[src/design/lpdh_pkg.sv]
package lpdh_pkg;

	localparam int HEADER_BYTES = 4;
	localparam int LEN_BYTES    = 4;
	localparam int HDR_CNT_W    = $clog2(HEADER_BYTES + 1);
	localparam int QUEUE_DEPTH  = 4;
	localparam int QPTR_W       = $clog2(QUEUE_DEPTH);
	localparam int QCNT_W       = $clog2(QUEUE_DEPTH + 1);

	localparam logic [7:0] CH_PROBE = 8'h48;
	localparam logic [7:0] CH_ACK   = 8'h41;

	localparam logic CMD_BYTE = 1'b0;
	localparam logic CMD_TICK = 1'b1;

	localparam logic [2:0] KIND_PAYLOAD = 3'd0;
	localparam logic [2:0] KIND_EMPTY   = 3'd1;
	localparam logic [2:0] KIND_REPLY   = 3'd2;
	localparam logic [2:0] KIND_ACK     = 3'd3;
	localparam logic [2:0] KIND_DROPPED = 3'd4;
	localparam logic [2:0] KIND_PROBE   = 3'd5;

	typedef struct packed {
		logic [2:0]  kind;
		logic [7:0]  payload_byte;
		logic        frame_end;
		logic [31:0] frame_length;
	} lpdh_rec_t;

	typedef struct packed {
		logic      valid;
		lpdh_rec_t rec;
	} lpdh_slot_t;

endpackage

[src/design/lpdh_in_if.sv]
interface lpdh_in_if;
	logic       valid;
	logic       ready;
	logic       command;
	logic [7:0] rx_byte;

	modport source (output valid, output command, output rx_byte, input ready);
	modport sink (input valid, input command, input rx_byte, output ready);
endinterface

[src/design/lpdh_out_if.sv]
interface lpdh_out_if;
	logic        valid;
	logic        ready;
	logic [2:0]  kind;
	logic [7:0]  payload_byte;
	logic        frame_end;
	logic [31:0] frame_length;

	modport source (output valid, output kind, output payload_byte, output frame_end,
		output frame_length, input ready);
	modport sink (input valid, input kind, input payload_byte, input frame_end,
		input frame_length, output ready);
endinterface

[src/design/lpdh_front.sv]
module lpdh_front import lpdh_pkg::*; (
	input  logic       clk,
	input  logic       arst_n,
	input  logic       cfg_we,
	input  logic       cfg_wdata,
	lpdh_in_if.sink    in,
	input  logic       q_full,
	output lpdh_slot_t push
);

	localparam logic ST_HEADER  = 1'b0;
	localparam logic ST_PAYLOAD = 1'b1;

	logic                 state_q, state_d;
	logic [HDR_CNT_W-1:0] hdr_cnt_q, hdr_cnt_d;
	logic [31:0]          len_q, len_d;
	logic [31:0]          left_q, left_d;
	logic                 alive_q, alive_d;
	logic                 client_q;
	logic                 accept;
	logic [31:0]          len_hdr;
	logic                 last_hdr;
	logic                 last_byte;

	assign in.ready = !q_full;
	assign accept   = in.valid && in.ready;
	assign last_hdr = (hdr_cnt_q == HDR_CNT_W'(HEADER_BYTES - 1));
	assign last_byte = (left_q <= 32'd1);

	always_comb begin
		len_hdr = (hdr_cnt_q == '0) ? 32'd0 : len_q;
		for (int i = 0; i < LEN_BYTES; i++) begin
			if (i < HEADER_BYTES && hdr_cnt_q == HDR_CNT_W'(i)) begin
				len_hdr[8*i +: 8] = in.rx_byte;
			end
		end
	end

	always_comb begin
		state_d   = state_q;
		hdr_cnt_d = hdr_cnt_q;
		len_d     = len_q;
		left_d    = left_q;
		alive_d   = alive_q;
		push      = '0;
		if (accept) begin
			if (in.command == CMD_TICK) begin
				alive_d = 1'b0;
				if (!alive_q) begin
					push.valid    = 1'b1;
					push.rec.kind = KIND_DROPPED;
				end else if (client_q) begin
					push.valid    = 1'b1;
					push.rec.kind = KIND_PROBE;
				end
			end else begin
				unique case (state_q)
					ST_HEADER: begin
						len_d = len_hdr;
						if (last_hdr) begin
							hdr_cnt_d = '0;
							if (len_hdr == 32'd0) begin
								push.valid    = 1'b1;
								push.rec.kind = KIND_EMPTY;
							end else begin
								state_d = ST_PAYLOAD;
								left_d  = len_hdr;
							end
						end else begin
							hdr_cnt_d = hdr_cnt_q + 1'b1;
						end
					end
					ST_PAYLOAD: begin
						push.valid = 1'b1;
						if (len_q == 32'd1 && (in.rx_byte == CH_PROBE || in.rx_byte == CH_ACK)) begin
							state_d               = ST_HEADER;
							left_d                = 32'd0;
							alive_d               = 1'b1;
							push.rec.kind         = (in.rx_byte == CH_PROBE) ? KIND_REPLY : KIND_ACK;
							push.rec.frame_length = 32'd1;
						end else begin
							push.rec.kind         = KIND_PAYLOAD;
							push.rec.payload_byte = in.rx_byte;
							push.rec.frame_end    = last_byte;
							push.rec.frame_length = len_q;
							if (last_byte) begin
								state_d = ST_HEADER;
								left_d  = 32'd0;
							end else begin
								left_d = left_q - 32'd1;
							end
						end
					end
					default: state_d = ST_HEADER;
				endcase
			end
		end
	end

	always_ff @(posedge clk or negedge arst_n) begin
		if (!arst_n) begin
			state_q   <= ST_HEADER;
			hdr_cnt_q <= '0;
			len_q     <= '0;
			left_q    <= '0;
			alive_q   <= 1'b0;
			client_q  <= 1'b0;
		end else begin
			state_q   <= state_d;
			hdr_cnt_q <= hdr_cnt_d;
			len_q     <= len_d;
			left_q    <= left_d;
			alive_q   <= alive_d;
			if (cfg_we) begin
				client_q <= cfg_wdata;
			end
		end
	end

endmodule

[src/design/lpdh_queue.sv]
module lpdh_queue import lpdh_pkg::*; (
	input  logic       clk,
	input  logic       arst_n,
	input  lpdh_slot_t push,
	output logic       full,
	output lpdh_slot_t head,
	input  logic       pop
);

	lpdh_rec_t         mem_q [QUEUE_DEPTH];
	logic [QPTR_W-1:0] wr_ptr_q;
	logic [QPTR_W-1:0] rd_ptr_q;
	logic [QCNT_W-1:0] count_q;
	logic              do_push;
	logic              do_pop;

	assign full       = (count_q == QCNT_W'(QUEUE_DEPTH));
	assign head.valid = (count_q != '0);
	assign head.rec   = mem_q[rd_ptr_q];
	assign do_push    = push.valid && !full;
	assign do_pop     = pop && head.valid;

	always_ff @(posedge clk) begin
		if (do_push) begin
			mem_q[wr_ptr_q] <= push.rec;
		end
	end

	always_ff @(posedge clk or negedge arst_n) begin
		if (!arst_n) begin
			wr_ptr_q <= '0;
			rd_ptr_q <= '0;
			count_q  <= '0;
		end else begin
			if (do_push) begin
				wr_ptr_q <= (wr_ptr_q == QPTR_W'(QUEUE_DEPTH - 1)) ? '0 : wr_ptr_q + 1'b1;
			end
			if (do_pop) begin
				rd_ptr_q <= (rd_ptr_q == QPTR_W'(QUEUE_DEPTH - 1)) ? '0 : rd_ptr_q + 1'b1;
			end
			if (do_push && !do_pop) begin
				count_q <= count_q + 1'b1;
			end else if (do_pop && !do_push) begin
				count_q <= count_q - 1'b1;
			end
		end
	end

endmodule

[src/design/lpdh_back.sv]
module lpdh_back import lpdh_pkg::*; (
	input  logic       clk,
	input  logic       arst_n,
	input  lpdh_slot_t head,
	output logic       pop,
	lpdh_out_if.source out
);

	logic      valid_q;
	lpdh_rec_t rec_q;

	assign pop = head.valid && (!valid_q || out.ready);

	assign out.valid        = valid_q;
	assign out.kind         = rec_q.kind;
	assign out.payload_byte = rec_q.payload_byte;
	assign out.frame_end    = rec_q.frame_end;
	assign out.frame_length = rec_q.frame_length;

	always_ff @(posedge clk) begin
		if (pop) begin
			rec_q <= head.rec;
		end
	end

	always_ff @(posedge clk or negedge arst_n) begin
		if (!arst_n) begin
			valid_q <= 1'b0;
		end else if (pop) begin
			valid_q <= 1'b1;
		end else if (out.ready) begin
			valid_q <= 1'b0;
		end
	end

endmodule

[src/design/length_prefix_deframer_heartbeat.sv]
// A result is written into the queue and then registered in the output stage before it reaches the output.
// Throughput: one input transaction per cycle unless the queue is full; header bytes and quiet ticks give no result.
// The four-entry queue between deframer and output stage absorbs output stalls.
// Input ready drops only while that queue is full.
// Asynchronous active-low reset clears the deframing state, alive flag, role and queue.
module length_prefix_deframer_heartbeat import lpdh_pkg::*; (
	input  logic        clk,
	input  logic        arst_n,
	input  logic        cfg_we,
	input  logic        cfg_wdata,
	lpdh_in_if.sink     in,
	lpdh_out_if.source  out
);

	lpdh_slot_t push;
	lpdh_slot_t head;
	logic       q_full;
	logic       pop;

	lpdh_front u_front (
		.clk       (clk),
		.arst_n    (arst_n),
		.cfg_we    (cfg_we),
		.cfg_wdata (cfg_wdata),
		.in        (in),
		.q_full    (q_full),
		.push      (push)
	);

	lpdh_queue u_queue (
		.clk    (clk),
		.arst_n (arst_n),
		.push   (push),
		.full   (q_full),
		.head   (head),
		.pop    (pop)
	);

	lpdh_back u_back (
		.clk    (clk),
		.arst_n (arst_n),
		.head   (head),
		.pop    (pop),
		.out    (out)
	);

endmodule

[src/flat_wrapper.sv]
// flat-port wrapper written by rule: the top's interface ports become plain ports
module length_prefix_deframer_heartbeat_flat import lpdh_pkg::*;
  (clk, arst_n, cfg_we, cfg_wdata, in_valid, in_command, in_rx_byte, in_ready, out_valid, out_kind, out_payload_byte, out_frame_end, out_frame_length, out_ready);
  lpdh_in_if in_i ();
  lpdh_out_if out_i ();
  input  logic clk;
  input  logic arst_n;
  input  logic cfg_we;
  input  logic cfg_wdata;
  input wire logic [$bits(in_i.valid)-1:0] in_valid;
  input wire logic [$bits(in_i.command)-1:0] in_command;
  input wire logic [$bits(in_i.rx_byte)-1:0] in_rx_byte;
  output wire logic [$bits(in_i.ready)-1:0] in_ready;
  output wire logic [$bits(out_i.valid)-1:0] out_valid;
  output wire logic [$bits(out_i.kind)-1:0] out_kind;
  output wire logic [$bits(out_i.payload_byte)-1:0] out_payload_byte;
  output wire logic [$bits(out_i.frame_end)-1:0] out_frame_end;
  output wire logic [$bits(out_i.frame_length)-1:0] out_frame_length;
  input wire logic [$bits(out_i.ready)-1:0] out_ready;
  assign in_i.valid = in_valid;
  assign in_i.command = in_command;
  assign in_i.rx_byte = in_rx_byte;
  assign in_ready = in_i.ready;
  assign out_valid = out_i.valid;
  assign out_kind = out_i.kind;
  assign out_payload_byte = out_i.payload_byte;
  assign out_frame_end = out_i.frame_end;
  assign out_frame_length = out_i.frame_length;
  assign out_i.ready = out_ready;
  length_prefix_deframer_heartbeat u_core (.clk(clk), .arst_n(arst_n), .cfg_we(cfg_we), .cfg_wdata(cfg_wdata), .in(in_i), .out(out_i));
endmodule
[config.mk]
export PLATFORM = sky130hd
export DESIGN_NAME = length_prefix_deframer_heartbeat_flat
export DESIGN_NICKNAME = d
export VERILOG_FILES = /design/src/design/lpdh_pkg.sv /design/src/design/lpdh_in_if.sv /design/src/design/lpdh_out_if.sv /design/src/design/lpdh_front.sv /design/src/design/lpdh_queue.sv /design/src/design/lpdh_back.sv /design/src/design/length_prefix_deframer_heartbeat.sv /design/src/flat_wrapper.sv
export SDC_FILE = /design/constraint.sdc
export NUM_CORES = 1
export LEC_CHECK = 0
export BUFFER_PORTS_ARGS = -buffer_cell sky130_fd_sc_hd__buf_2
export CORE_ASPECT_RATIO = 2
export CORE_MARGIN = 10
export CORE_UTILIZATION = 50
export CTS_CLUSTER_SIZE = 25
export DETAILED_ROUTE_END_ITERATION = 7
export PLACE_DENSITY = 0.67
export SLEW_MARGIN = 10
export SYNTH_ARGS = -nofsm -noshare
export SYNTH_HDL_FRONTEND = slang
export SYNTH_SLANG_ARGS = --single-unit
[constraint.sdc]
create_clock -name clk -period 4.8 [get_ports clk]
set_clock_uncertainty 0.2 [all_clocks]
set_input_delay 0.96 -clock clk [delete_from_list [all_inputs] [get_ports clk]]
set_output_delay 0.96 -clock clk [all_outputs]
set_load 0.02 [all_outputs]
# [Yosys cells after proc, flatten, opt, wreduce, memory -nomap -nowiden]
# Memories as Yosys holds them, arrays and structs flattened. A register that Yosys moved wholly into a read port is not among the register bits.
# Cells that the tools add are included.
[word_totals] memories=1 latchBits=0 reg_bits=78 in_bits=15 elab_cells=95 output_inout_bits=46 ramBits=176 romBits=0
[mem_list] name="u_core.u_queue.mem_q" depth=4 word_bits=44 read_ports=1 rd_ports_with_merged_regs=1 write_ports=1 line="lpdh_queue.sv:10" source="lpdh_rec_t mem_q [QUEUE_DEPTH];"
[op_classes] shifts=0 add_sub_neg=6 n_eq_ne=11 n_bitwise=2 muxes=40 n_div=0 order_cmp=1 n_reduce_logical=24 multipliers=0
[op_table] cell="32-bit 2-to-1 mux" n=6
[op_table] cell="41-bit 2-to-1 mux" n=2
[op_table] cell="32-bit case mux with 2 select lines" n=1
[op_table] cell="45-bit 2-to-1 mux" n=1
[op_table] cell="32-bit by 1-bit == test with 1-bit output (second input constant)" n=1
[op_table] cell="32-bit by 1-bit less-or-equal comparator with 1-bit output (second input constant)" n=1
[op_table] cell="32-bit zero test" n=1
[op_table] cell="8-bit 2-to-1 mux" n=4
[op_table] cell="32-bit by 1-bit subtractor with 32-bit output (second input constant)" n=1
[op_table] cell="4-bit 2-to-1 mux" n=5
[op_table] cell="8-bit by 7-bit == test with 1-bit output (second input constant)" n=2
[op_table] cell="1-bit 2-to-1 mux" n=12
[op_table] cell="3-bit 2-to-1 mux" n=3
[op_table] cell="9-bit 2-to-1 mux" n=1
[op_table] cell="4-bit case mux with 2 select lines" n=1
[op_table] cell="2-bit nonzero test" n=4
[op_table] cell="1-bit logical AND" n=7
[op_table] cell="3-bit by 1-bit adder with 3-bit output (second input constant)" n=2
[op_table] cell="3-bit by 2-bit == test with 1-bit output (second input constant)" n=2
[op_table] cell="2-bit 2-to-1 mux" n=3
[op_table] cell="3-bit AND reduction" n=2
[op_table] cell="2-bit by 1-bit adder with 2-bit output (second input constant)" n=2
[op_table] cell="2-bit == test (second input constant)" n=2
[op_table] cell="1-bit zero test" n=4
[op_table] cell="other kinds (11)" n=14

# [Logic depth before layout (Yosys ltp)]
[logic_depth] depth_word=14 ltp_mapped=15 depth_no_buf=14

# [By module]
# From an unflattened synthesis, not the netlist that was laid out.
[unflattened] hier_cells=824 hier_area_um2=12653.4
[by_module_without_submodules] module="lpdh_queue" area_per_inst_um2=6866.6 instances=1 seq_area_each_um2=5460.2 cells_per_inst=267
[by_module_without_submodules] module="lpdh_front" area_per_inst_um2=4421.7 instances=1 seq_area_each_um2=1751.7 cells_per_inst=509
[by_module_without_submodules] module="lpdh_back" area_per_inst_um2=1365.1 instances=1 seq_area_each_um2=1346.3 cells_per_inst=48

# [Worst setup path before layout]
# OpenSTA, ideal clock, no wires.
[synth_timing] path_kind="in2reg" from="input port out_ready" to="register u_core.u_queue.count_q[1]" t_arrival_ns=4.440 stages=7 t_required_ns=4.475 path_buffers=0 setup_ns=0.125 slack_ns=0.035 cell_sequence="inv_1 > a21oi_1 > inv_1 > ha_1 > inv_1 > fa_1 > mux2_2"
[synth_between] elab_chain_cells=6 word_cells_on_any_way=8 cone_classes="1 x mux; 7 x reduce/logical"
[synth_lines] element="start, declared" line="flat_wrapper.sv:19" source="input wire logic [$bits(out_i.ready)-1:0] out_ready;"
[synth_lines] element="1-bit logical OR (*)" line="lpdh_back.sv:12" source="assign pop = head.valid && (!valid_q || out.ready);"
[synth_lines] element="1-bit logical AND (*)" line="lpdh_back.sv:12"
[synth_lines] element="via u_core.pop" line="length_prefix_deframer_heartbeat.sv:18" source="logic pop;"
[synth_lines] element="1-bit logical AND (*)" line="lpdh_queue.sv:21" source="assign do_pop = pop && head.valid;"
[synth_lines] element="1-bit zero test" line="lpdh_queue.sv:41" source="if (do_push && !do_pop) begin"
[synth_lines] element="1-bit logical AND" line="lpdh_queue.sv:41"
[synth_lines] element="3-bit 2-to-1 mux / 2-bit nonzero test (equally long branches)"
[synth_lines] element="end signal, assigned" line="lpdh_queue.sv:42" source="count_q <= count_q + 1'b1;"
[synth_lines] element="end signal, assigned" line="lpdh_queue.sv:44" source="count_q <= count_q - 1'b1;"
[synth_lines] element="end, declared" line="lpdh_queue.sv:13" source="logic [QCNT_W-1:0] count_q;"
# The timed path passes the listed nets; every way through them passes the cells marked *.
# A chain may end at the register's enable or synchronous reset.

# [Final worst setup path]
[layout_timing] from="register u_core.u_front.hdr_cnt_q[0]" to="register u_core.u_queue.count_q[2]"
[layout_between] elab_chain_cells=13 word_cells_on_any_way=21 cone_classes="3 x eq/ne; 11 x mux; 7 x reduce/logical"
[layout_lines] element="start, declared" line="lpdh_front.sv:15" source="logic [HDR_CNT_W-1:0] hdr_cnt_q, hdr_cnt_d;"
[layout_lines] element="start signal, assigned" line="lpdh_front.sv:110" source="hdr_cnt_q <= hdr_cnt_d;"
[layout_lines] element="3-bit zero test" line="lpdh_front.sv:31, lpdh_front.sv:33"
[layout_lines] element="32-bit 2-to-1 mux" line="lpdh_front.sv:31" source="len_hdr = (hdr_cnt_q == '0) ? 32'd0 : len_q;"
[layout_lines] element="8-bit 2-to-1 mux" line="lpdh_front.sv:33" source="if (i < HEADER_BYTES && hdr_cnt_q == HDR_CNT_W'(i)) begin"
[layout_lines] element="32-bit zero test" line="lpdh_front.sv:62" source="if (len_hdr == 32'd0) begin"
[layout_lines] element="4-bit 2-to-1 mux" line="lpdh_front.sv:62"
[layout_lines] element="4-bit 2-to-1 mux (*)" line="lpdh_front.sv:60" source="if (last_hdr) begin"
[layout_lines] element="4-bit case mux with 2 select lines (*)" line="lpdh_front.sv:57" source="unique case (state_q)"
[layout_lines] element="4-bit 2-to-1 mux (*)" line="lpdh_front.sv:47" source="if (in.command == CMD_TICK) begin"
[layout_lines] element="45-bit 2-to-1 mux (*)" line="lpdh_front.sv:46" source="if (accept) begin"
[layout_lines] element="1-bit logical AND (*)" line="lpdh_queue.sv:20" source="assign do_push = push.valid && !full;"
[layout_lines] element="via u_core.u_queue.do_push" line="lpdh_queue.sv:14" source="logic do_push;"
[layout_lines] element="1-bit zero test" line="lpdh_queue.sv:43" source="end else if (do_pop && !do_push) begin"
[layout_lines] element="1-bit logical AND" line="lpdh_queue.sv:43"
[layout_lines] element="2-bit nonzero test (no source line)"
# Marks and branches as above.

==> impl_results.md <==
* Ys async rst share at 26.17%
* Vias at 7295
* Clock Sinks at 298
* FILL cells at 1981
* Synthesized flop and latch total at 298
* DRT Wirelength at 27.21 mm
* Hold buffer count at CTS at 0
* Initial DRC count at 484
* Top cells by area, synth: edfxtp_1, dfrtp_1, mux4_2
* Hold/Removal Path Class: reg2reg
* Worst slew pin tran at 1.051 ns
* Synth cell types at 51
* Row cnt at 81
* Synth Warn # at 0
* Htree depth at 1
* Number of global-route vias before repair at 7674
* CTS Buf Count at 25
* CP max-delay cell: a22oi_1
* Clk buf depth at 3
* Die W at 131.7 um
* Post-Syn Nets at 884
* Largest stage delay on the critical path at 0.58 ns
* Fin area at 14040 sq um
* Critical path type: reg2reg
* Die area at 32060 sq um
* NumNets Final at 948
* Post-DP HPWL at 18.66 mm
* Drt first pass iters at 5
* Synth top area share at 52.93%
* DRC violations left at 0
* I/O pins at 61
* Gpl congestion at 0.8946
* Tmin final at 4.107 ns
* Worst EP required at 5.05 ns
* Status: completed
* RSZ-0062 raised after global routing: false
* Clock Root Buffer: clkbuf_16
* Pin count of the biggest net entering global routing at 79
* GR Overflow Total at 0
* Worst ir drop on vdd at 351.3 uV
* Power Total at 0.008966 W
* Core Area at 24530 sq um
* CP Data Arrival Time at 4.36 ns
* CP endpoint kind: flip-flop
* Gr usage total at 16.86%
* Mapped cell area at 12480 sq um
* Hold Crit Depth at 1
* Clock transition at the registers of the reported paths at 0.07 ns
* Number of synthesized flops with an enable pin at 220
* Detail-routed net length per standard cell at 21.41 um
* First-pass GRT wire length at 43.03 mm
* Leakage at 5.052 nW
* Top cells by count, synth: edfxtp_1, o21ai_0, dfrtp_1
* Final Hold Viols at 0
* Area of the multi-input gates at 3697 sq um
* Setup TNS Final at 0 ns
* Die H at 243.4 um
* Primary FF master, synth: edfxtp_1
* Vias per Instance at 5.740
* Crit Path Max Fanout at 8
* Max-Slew Margin vs Limit at 29.97%
* # resized after CTS at 0
* Tcrit/Tclk final at 85.56%
* R2R cell count at 15
* Seq/Total Area, Yosys at 68.57%
* Count leader, synth: edfxtp_1
* Storage element area at 8561 sq um
* CTS tree: built
* Port bufs at 60
* Crit-path cells: inv_1, ha_1, o21bai_1, a22oi_1, nand4_1, nor4_1, buf_4, a31oi_1, o21bai_1, ha_1, inv_1, fa_1, xor2_1, nor2_1, xor2_1
* Area grow syn2layout at 12.49%
* # Post-CTS Setup Buffers at 0
* Placed inst area at 13240 sq um
* Syn_area_per_cell at 14.58 sq um
* Initial Util at 50.89%
* Post-Synthesis Cells at 856
* Initial antenna violation count at 2
* Final setup fails at 0
* Layout cells sized above 1 at 19.72%
* Finished Layout Cells at 1271
* PD cells at 638.6 nW/um^2
* Max-slew violation count at 0
* Dpl cells at 1225
* Final ANT Viol Nets at 0
* Clock Latency Late Sink at 0.52 ns
* Synth area leader: edfxtp_1
* Setup crit start kind: flip-flop
* Fmax at 243.5 MHz
* Max_cap viols at 0
-- placed cells by master, fill, tap and decap left out, types with 5 or more instances in the layout --
master       n
mux2i_1      9
buf_4       18
a31oi_1     11
nand2_1     42
mux4_2      44
mux2_2       9
o21bai_1     5
buf_2       59
a22oi_1     24
or4_1       10
o21ai_1     10
nand3_1      5
clkbuf_16   25
edfxtp_1   220
o21ai_0     81
clkbuf_1     6
dfrtp_1     76
nor3_1      17
nand4_1     11
or3_1        5
and2_1      42
nor2_1      63
a21oi_1     43
ha_1        12
inv_1       16
nor4_1      12
-- cell type report --
type	count	area share, %
well taps	332	2.959
repair buffers	81	3.636
diodes	1	0.01782
inverters	16	0.4278
clock inverters	12	0.8377
flip-flops and latches	298	60.98
clock buffers	33	4.812
multi-input cells	498	26.33
-- kinds of logic (layout without fill, tap and decap cells) --
logic type / count (synthesis) / in the layout / share of synthesized area (%)
AO/OA/AOI/OAI: 188 / 188 / 8.602
XOR/XNOR: 4 / 4 / 0.2808
adder cells (fa/ha/maj): 13 / 13 / 1.363
buffers and inverters: 60 / 142 / 2.115
flip-flops: 298 / 298 / 68.57
multiplexers: 62 / 62 / 9.474
other: 0 / 1 / 0
AND/OR/NAND/NOR: 231 / 231 / 9.594
-- report_power, final --
| part | internal [W] | leakage, nW | switching (W) |
|---|---|---|---|
| logic | 0.00114 | 1.58 | 0.00174 |
| registers | 0.00363 | 3.09 | 0.000476 |
| clock network | 0.00110 | 0.381 | 0.000876 |
| total | 0.00588 | 5.05 | 0.00309 |
-- sequential cells by signal, indices dropped and copies added (netlist names), 2 cells and up --
name / flops
u_core.u_queue.mem_q: 176
u_core.u_back.out.frame_length: 32
u_core.u_front.left_q: 32
u_core.u_front.len_q: 32
u_core.u_back.out.payload_byte: 8
u_core.u_back.out.kind: 3
u_core.u_front.hdr_cnt_q: 3
u_core.u_queue.count_q: 3
u_core.u_queue.rd_ptr_q: 2
u_core.u_queue.wr_ptr_q: 2
-- through the flow --
stage / utilization (%) / setup WS (ns) / hold slack, ns
after global placement: 54.00 / 0.6495 / 0.2765
after global routing: 57.23 / 0.4178 / 0.3138
after floorplan: - / 0.03506 / 0.2570
final: 57.24 / 0.6932 / 0.2914
after detailed placement: 54.00 / 0.6018 / 0.2881
after CTS: 57.23 / 0.6716 / 0.2982
-- critical path, delay by kind of cell (launching register included) --
| family | cells | cell delay, ns |
|---|---|---|
| AOI/OAI and AO/OA | 4 | 1.17 |
| and+or+nand+nor | 3 | 0.72 |
| adders and majority gates | 3 | 0.84 |
| buffers and inverters | 3 | 0.38 |
| DFF | 1 | 0.41 |
| xor gates and xnor gates | 2 | 0.30 |
-- layer usage --
layer	wire length, um	GRT usage, %	vias up
met2	14750	30.97	190
met4	1288	9.007	4
met1	9889	18.00	3622
met3	1252	2.762	73
met5	25	0	-
li1	-	-	3406
-- worst paths after layout --
path	endpoint	slack [ns]	from
min	u_core.u_queue.count_q[2]	0.29	u_core.u_queue.count_q[2]
max in group asynchronous	u_core.u_queue.rd_ptr_q[0]	3.26	arst_n
min in group asynchronous	u_core.u_front.left_q[16]	0.39	arst_n
max reg2reg	u_core.u_queue.count_q[2]	0.69	u_core.u_front.hdr_cnt_q[0]
max	u_core.u_queue.count_q[2]	0.69	u_core.u_front.hdr_cnt_q[0]
min reg2reg	u_core.u_queue.count_q[2]	0.29	u_core.u_queue.count_q[2]
Power figures use the tool's default switching activity.
